$ cat config.mk
export PLATFORM = sky130hd
export DESIGN_NAME = slip_receive_packet_ring_core
export DESIGN_NICKNAME = d
export VERILOG_FILES = /design/src/rtl/slip_rx_pkg.sv /design/src/rtl/slip_rx_ram.sv /design/src/rtl/slip_receive_packet_ring_core.sv
export SDC_FILE = /design/constraint.sdc
export NUM_CORES = 2
export LEC_CHECK = 0
export BUFFER_PORTS_ARGS = -buffer_cell sky130_fd_sc_hd__buf_2
export CORE_MARGIN = 2
export CORE_UTILIZATION = 35
export CTS_BUF_LIST = sky130_fd_sc_hd__clkbuf_8 sky130_fd_sc_hd__clkbuf_16
export DETAILED_ROUTE_END_ITERATION = 16
export PLACE_DENSITY = 0.48
export SLEW_MARGIN = 20
export SYNTH_ARGS = -nofsm -noshare
export SYNTH_HDL_FRONTEND = slang
export SYNTH_HIERARCHICAL = 1
export SYNTH_SLANG_ARGS = --single-unit
export TNS_END_PERCENT = 30
$ cat constraint.sdc
create_clock -name clk -period 9.6 [get_ports clk]
set_clock_uncertainty 0.15 [all_clocks]
set_input_delay 1.44 -clock clk [delete_from_list [all_inputs] [get_ports clk]]
set_output_delay 1.44 -clock clk [all_outputs]
set_load 0.05 [all_outputs]
$ cat src/rtl/slip_rx_pkg.sv
// Shared types and constants for the SLIP receive deframer and packet ring.
// No dependencies; imported by the core, the checker and the testbench.
package slip_rx_pkg;

  localparam int SLOT_COUNT_DEF  = 8;
  localparam int MAX_PAYLOAD_DEF = 32;

  localparam logic [7:0] END_CODE = 8'hC0;
  localparam logic [7:0] ESC_CODE = 8'hDB;

  localparam logic [1:0] OP_LINE    = 2'd0;
  localparam logic [1:0] OP_READ    = 2'd1;
  localparam logic [1:0] OP_RELEASE = 2'd2;

  typedef struct packed {
    logic [1:0] opcode;
    logic [7:0] line_byte;
    logic [5:0] read_offset;
  } cmd_t;

  typedef struct packed {
    logic       packet_available;
    logic [7:0] read_data;
    logic       frame_committed;
    logic       frame_discarded;
    logic       byte_truncated;
  } result_t;

endpackage

$ cat src/rtl/slip_rx_ram.sv
// Generic simple dual-port RAM: one write port, one read port, registered read.
// Depends on nothing; used for the packet slot store.
module slip_rx_ram #(
  parameter int WIDTH = 8,
  parameter int DEPTH = 264
) (
  input  logic                     clk,
  input  logic                     we,
  input  logic [$clog2(DEPTH)-1:0] waddr,
  input  logic [WIDTH-1:0]         wdata,
  input  logic [$clog2(DEPTH)-1:0] raddr,
  output logic [WIDTH-1:0]         rdata
);

  logic [WIDTH-1:0] mem [DEPTH];

  always_ff @(posedge clk) begin
    if (we) begin
      mem[waddr] <= wdata;
    end
    rdata <= mem[raddr];
  end

endmodule

$ cat src/rtl/slip_receive_packet_ring_core.sv
// Top level: SLIP receive deframer writing into a ring of fixed-size packet slots.
// Depends on slip_rx_pkg and slip_rx_ram.
//
//   channel | signals           | handshake
//   --------+-------------------+------------------------------------------
//   command | start, cmd        | beat taken when start && !busy
//   result  | done, result      | one beat per command, valid for done cycle
//
// Each command's result passes through the input register, then the state update
// and the slot store's registered read.
// A new command can be taken every cycle while busy is low.
// After reset, busy stays high while all SLOT_COUNT*(MAX_PAYLOAD+1) bytes (264 with
// defaults) of the slot store are swept to zero.
// The receiver cannot stall; results are never held.
module slip_receive_packet_ring_core
  import slip_rx_pkg::*;
#(
  parameter int SLOT_COUNT  = SLOT_COUNT_DEF,
  parameter int MAX_PAYLOAD = MAX_PAYLOAD_DEF
) (
  input  logic    clk,
  input  logic    rst,
  input  logic    start,
  output logic    busy,
  input  cmd_t    cmd,
  output logic    done,
  output result_t result
);

  localparam int SLOT_BYTES  = MAX_PAYLOAD + 1;
  localparam int STORE_BYTES = SLOT_COUNT * SLOT_BYTES;
  localparam int SLOT_W      = $clog2(SLOT_COUNT);
  localparam int ADDR_W      = $clog2(STORE_BYTES);
  localparam int FILL_W      = $clog2(SLOT_BYTES + 1);
  localparam int XW          = (ADDR_W > 6) ? ADDR_W : 6;

  // clearing sweep
  logic              clr_active;
  logic [ADDR_W-1:0] clr_addr;

  // input register
  logic in_v;
  cmd_t in_q;

  // ring state
  logic [SLOT_W-1:0] write_slot, write_slot_next;
  logic [SLOT_W-1:0] read_slot, read_slot_next;
  logic [ADDR_W-1:0] write_base, write_base_next;
  logic [ADDR_W-1:0] read_base, read_base_next;
  logic [FILL_W-1:0] fill_position, fill_position_next;
  logic              escape_pending, escape_pending_next;

  // result register
  logic res_v;
  logic avail_q, committed_q, discarded_q, truncated_q, rd_ok_q;

  // stage logic
  logic              st_we, rd_ok;
  logic              committed, discarded, truncated;
  logic [ADDR_W-1:0] st_waddr, st_raddr;
  logic              has_pkt, fill_room, offset_ok;
  logic [SLOT_W-1:0] wr_slot_inc, rd_slot_inc;
  logic [ADDR_W-1:0] wr_base_inc, rd_base_inc;
  logic [XW-1:0]     rd_sum;

  logic              ram_we;
  logic [ADDR_W-1:0] ram_waddr;
  logic [7:0]        ram_wdata, ram_rdata;

  assign busy = clr_active;

  always_ff @(posedge clk) begin
    if (rst) begin
      clr_active <= 1'b1;
      clr_addr   <= '0;
    end else if (clr_active) begin
      clr_addr <= clr_addr + ADDR_W'(1);
      if (clr_addr == ADDR_W'(STORE_BYTES - 1)) begin
        clr_active <= 1'b0;
      end
    end
  end

  always_ff @(posedge clk) begin
    if (rst) begin
      in_v <= 1'b0;
    end else begin
      in_v <= start && !busy;
    end
    if (start && !busy) begin
      in_q <= cmd;
    end
  end

  // wrap helpers for slot index and its base address
  assign has_pkt     = (read_slot != write_slot);
  assign fill_room   = ({1'b0, fill_position} < (FILL_W + 1)'(SLOT_BYTES));
  assign offset_ok   = (32'(in_q.read_offset) < 32'(SLOT_BYTES));
  assign wr_slot_inc = (write_slot == SLOT_W'(SLOT_COUNT - 1)) ? '0
                                                               : write_slot + SLOT_W'(1);
  assign rd_slot_inc = (read_slot == SLOT_W'(SLOT_COUNT - 1)) ? '0
                                                              : read_slot + SLOT_W'(1);
  assign wr_base_inc = (write_slot == SLOT_W'(SLOT_COUNT - 1)) ? '0
                                                               : write_base + ADDR_W'(SLOT_BYTES);
  assign rd_base_inc = (read_slot == SLOT_W'(SLOT_COUNT - 1)) ? '0
                                                              : read_base + ADDR_W'(SLOT_BYTES);
  assign rd_sum      = XW'(read_base) + XW'(in_q.read_offset);
  assign st_waddr    = write_base + ADDR_W'(fill_position);

  always_comb begin
    write_slot_next     = write_slot;
    read_slot_next      = read_slot;
    write_base_next     = write_base;
    read_base_next      = read_base;
    fill_position_next  = fill_position;
    escape_pending_next = escape_pending;
    st_we               = 1'b0;
    rd_ok               = 1'b0;
    st_raddr            = read_base;
    committed           = 1'b0;
    discarded           = 1'b0;
    truncated           = 1'b0;
    if (in_v) begin
      unique case (in_q.opcode)
        OP_LINE: begin
          if (escape_pending || (in_q.line_byte != ESC_CODE
                                 && in_q.line_byte != END_CODE)) begin
            escape_pending_next = 1'b0;
            if (fill_room) begin
              st_we              = 1'b1;
              fill_position_next = fill_position + FILL_W'(1);
            end else begin
              truncated = 1'b1;
            end
          end else if (in_q.line_byte == ESC_CODE) begin
            escape_pending_next = 1'b1;
          end else begin
            // end byte: close frame, commit if the ring has room
            fill_position_next = '0;
            if (wr_slot_inc != read_slot) begin
              write_slot_next = wr_slot_inc;
              write_base_next = wr_base_inc;
              committed       = 1'b1;
            end else begin
              discarded = 1'b1;
            end
          end
        end
        OP_READ: begin
          rd_ok = has_pkt && offset_ok;
          if (rd_ok) begin
            st_raddr = rd_sum[ADDR_W-1:0];
          end
        end
        OP_RELEASE: begin
          if (has_pkt) begin
            read_slot_next = rd_slot_inc;
            read_base_next = rd_base_inc;
          end
        end
        default: begin
        end
      endcase
    end
  end

  always_ff @(posedge clk) begin
    if (rst) begin
      write_slot     <= '0;
      read_slot      <= '0;
      write_base     <= '0;
      read_base      <= '0;
      fill_position  <= '0;
      escape_pending <= 1'b0;
      res_v          <= 1'b0;
    end else begin
      write_slot     <= write_slot_next;
      read_slot      <= read_slot_next;
      write_base     <= write_base_next;
      read_base      <= read_base_next;
      fill_position  <= fill_position_next;
      escape_pending <= escape_pending_next;
      res_v          <= in_v;
    end
    avail_q     <= (read_slot_next != write_slot_next);
    committed_q <= committed;
    discarded_q <= discarded;
    truncated_q <= truncated;
    rd_ok_q     <= rd_ok;
  end

  assign ram_we    = clr_active || st_we;
  assign ram_waddr = clr_active ? clr_addr : st_waddr;
  assign ram_wdata = clr_active ? 8'h00 : in_q.line_byte;

  slip_rx_ram #(
    .WIDTH (8),
    .DEPTH (STORE_BYTES)
  ) u_store (
    .clk   (clk),
    .we    (ram_we),
    .waddr (ram_waddr),
    .wdata (ram_wdata),
    .raddr (st_raddr),
    .rdata (ram_rdata)
  );

  assign done                    = res_v;
  assign result.packet_available = avail_q;
  assign result.read_data        = rd_ok_q ? ram_rdata : 8'h00;
  assign result.frame_committed  = committed_q;
  assign result.frame_discarded  = discarded_q;
  assign result.byte_truncated   = truncated_q;

endmodule

==> metrics.csv <==
metric,value,unit
status,completed,
pre-CTS WS,3.51,ns
"Slew Viols, Final",0,
crit path capture type,register,
HP Class,register to register,
Reg2Reg Depth,12,
synthesized cell area,85500,µm²
CTS tree,yes,
"most common cell after layout, fill and taps aside",edfxtp_1,
synthesized net count,4206,
largest family of logic cells by synthesized area,multiplexers,
fmax,166,MHz
Chip Height,498,µm
DRC viols,0,
Routed Antenna Nets,0,
max-cap violations,0,
post-synthesis simple-gate area fraction,0.0378,
total number of vias,42500,
via/cell ratio,5.54,
sw frac,0.200,
Die Span X,498,µm
final WL,239000,µm
Die ar.,248000,µm²
Initial Util,0.352,
Clock Power Share,0.451,
first-pass GRT wire length,337000,µm
HP Start,escape_pending,
core area,243000,µm²
GP Congestion,0.826,
final hold viol count,0,
Slew headroom,0.144,
fin crit share,0.629,
most frequent cells in the layout,"edfxtp_1, mux4_2, nor2_1",
"Clk pin slew, worst setup/hold paths",0.06,ns
Synth Area in Compound Gates,0.0272,
largest net degree at the start of global routing,217,
initial antenna violation count,16,
hold-critical path depth,2,
asr flop ratio synth,0,
grt ovf,0,
Ports,33,
post-CTS setup buffer count,0,
Resize count post-CTS,0,
register area share after synthesis,0.761,
GRT Total Usage,0.191,
CP required,10.21,ns
leak pwr,28.1,nW
vias in the first global route,42700,
drt pass-1 iters,6,
Worst R2R End,u_store/rdata[1],
DP HPWL,141000,µm
post-route setup TNS,0,ns
XOR/XNOR Fraction of Synth Area,0.00440,
R2R setup slack,3.56,ns
TritonCTS Buffers,228,
Crit Path Category,register to register,
fin worst setup slack,3.56,ns
Worst VDD drop,179,µV
Final setup viols,0,
# rows,181,
starting DRC count in detailed routing,5452,
Synth Register Bits,2184,
combinational power share,0.005,
clk sink count,2184,
Int Pwr,15.2,mW
Seq pwr share,0.544,
port bufs,32,
H-tree depth,4,
fin util,0.399,
Fill cells,21600,
actual slew at the worst max-slew pin,1.28,ns
CTS Buffer Depth,3,
# hold bufs at CTS,0,
Worst R2R Start,in_q[4],
Area Growth Syn to Fin,13.3,%
CP max FO,73,
Setup crit start kind,register,
average size of a mapped cell,20.5,µm²
Critical Path AT,6.65,ns
clock root cell,clkbuf_16,
sw power,3.80,mW
Worst Hold Endpoint,escape_pending,
fraction of layout cells with a size suffix above 1,0.233,
worst-skew pair later-pin latency,0.85,ns
mux contribution to synthesized area,0.151,
Power Total,19.0,mW
Adder-Cell Fraction of Synth Area,0.00354,
dominant synthesized flop cell,edfxtp_1,
minimum clock period,6.04,ns
multi-input logic area,19400,µm²
Post-synth EDFFs,2128,
routed wire length per instance,31.2,µm
Syn. warnings,6,
Post-Synthesis Cells,4164,
flip-flop and latch area,65000,µm²
RSZ-0062 raised after global routing,no,
# nets final,4311,
Yosys cell types,79,
pwr dens,196,nW/µm²
## cell usage after synthesis, drive strengths merged, types with 5 or more instances
cell type | instances | area share
edfxtp | 2128 | 0.75
mux4 | 541 | 0.14
nor2 | 354 | 0.016
nand2 | 140 | 0.0061
buf | 123 | 0.0091
clkbuf | 121 | 0.0053
a22oi | 87 | 0.0076
nand3 | 82 | 0.0048
a21oi | 67 | 0.0039
dfxtp | 56 | 0.013
mux2i | 54 | 0.0063
nand4 | 31 | 0.0023
nor2b | 30 | 0.0022
o21ai | 26 | 0.0015
xor2 | 25 | 0.0026
a22o | 21 | 0.0022
ha | 21 | 0.0031
mux2 | 20 | 0.0026
xnor2 | 18 | 0.0018
nor3 | 16 | 0.0012
o31ai | 13 | 0.0011
a32oi | 12 | 0.0012
inv | 12 | 0.00053
o211ai | 12 | 0.0011
and2 | 11 | 0.00080
a211oi | 10 | 0.00088
a21o | 10 | 0.00088
and3 | 8 | 0.00059
nor3b | 8 | 0.00083
a31oi | 7 | 0.00051
o211a | 5 | 0.00059
o21bai | 5 | 0.00044
or3 | 5 | 0.00037
## cells by family after synthesis
family / after synthesis
AO/OA/AOI/OAI: 324
XOR/XNOR: 43
adder cells (fa/ha/maj): 23
buffers and inverters: 258
flip-flops: 2184
multiplexers: 615
AND/OR/NAND/NOR: 717
## layer usage
layer | wire, µm | track usage | vias up
met1 | 105000 | 0.275 | 23300
met5 | 0 | 0 | -
met2 | 113000 | 0.300 | 1476
li1 | - | - | 17500
met4 | 5360 | 0.0463 | 0
met3 | 15900 | 0.0351 | 263
## area by class of cell
class | instances | share of cell area
Clock buffer | 230 | 0.0594
Antenna cell | 2 | 0.0000517
Timing Repair Buffer | 119 | 0.0114
Multi-Input combinational cell | 1722 | 0.200
Tap cell | 3202 | 0.0414
Sequential cell | 2184 | 0.671
Inverter | 14 | 0.000542
Clock inverter | 196 | 0.0156
## power by group through the flow
stage | combinational (mW) | clock, mW | sequential, mW
detailed placement | 0.103 | 0 | 10.5
global placement | 0.102 | 0 | 10.5
floorplan | 0.0410 | 0 | 10.5
global route | 0.104 | 9.15 | 10.3
CTS | 0.103 | 8.77 | 10.3
finish | 0.102 | 8.56 | 10.3
## flip-flops by register name (all words and copies together), names as in the netlist, 3 cells and up
signal,flops
in_q,16
read_slot,3
fill_position,6
write_base,9
read_base,9
clr_addr,9
write_slot,3
u_store/mem,2112
u_store/rdata,8
## through the flow
step                hold WS (ns)  cell area (µm²)  std cells
finish                     0.347            96900       7669
floorplan                  0.312            85500       4164
global placement           0.331            89500       7237
CTS                        0.352            96800       7665
global route               0.409            96900       7669
detailed placement         0.335            89600       7239
## worst max-delay path by stage
stage,start,to,depth (start not counted)
5_1_grt,in_q[4],u_store/rdata[5],13
3_3_place_gp,in_q[2],u_store/rdata[1],12
4_1_cts,in_q[4],u_store/rdata[5],13
3_5_place_dp,in_q[4],u_store/rdata[1],12
6_report,in_q[4],u_store/rdata[1],12
2_1_floorplan,busy,u_store/mem[0][5],2
## critical path: stages (launching register included)
cell      delay (ns)
edfxtp_1        0.40
or4_1           0.52
o21ai_0         0.17
nand4_1         0.65
inv_1           0.35
nand2_1         0.13
nand2_4         0.50
buf_12          0.55
mux4_2          0.61
mux4_2          0.52
a22oi_1         0.60
nand2_1         0.36
o21a_1          0.27
Power figures use the tool's default switching activity.
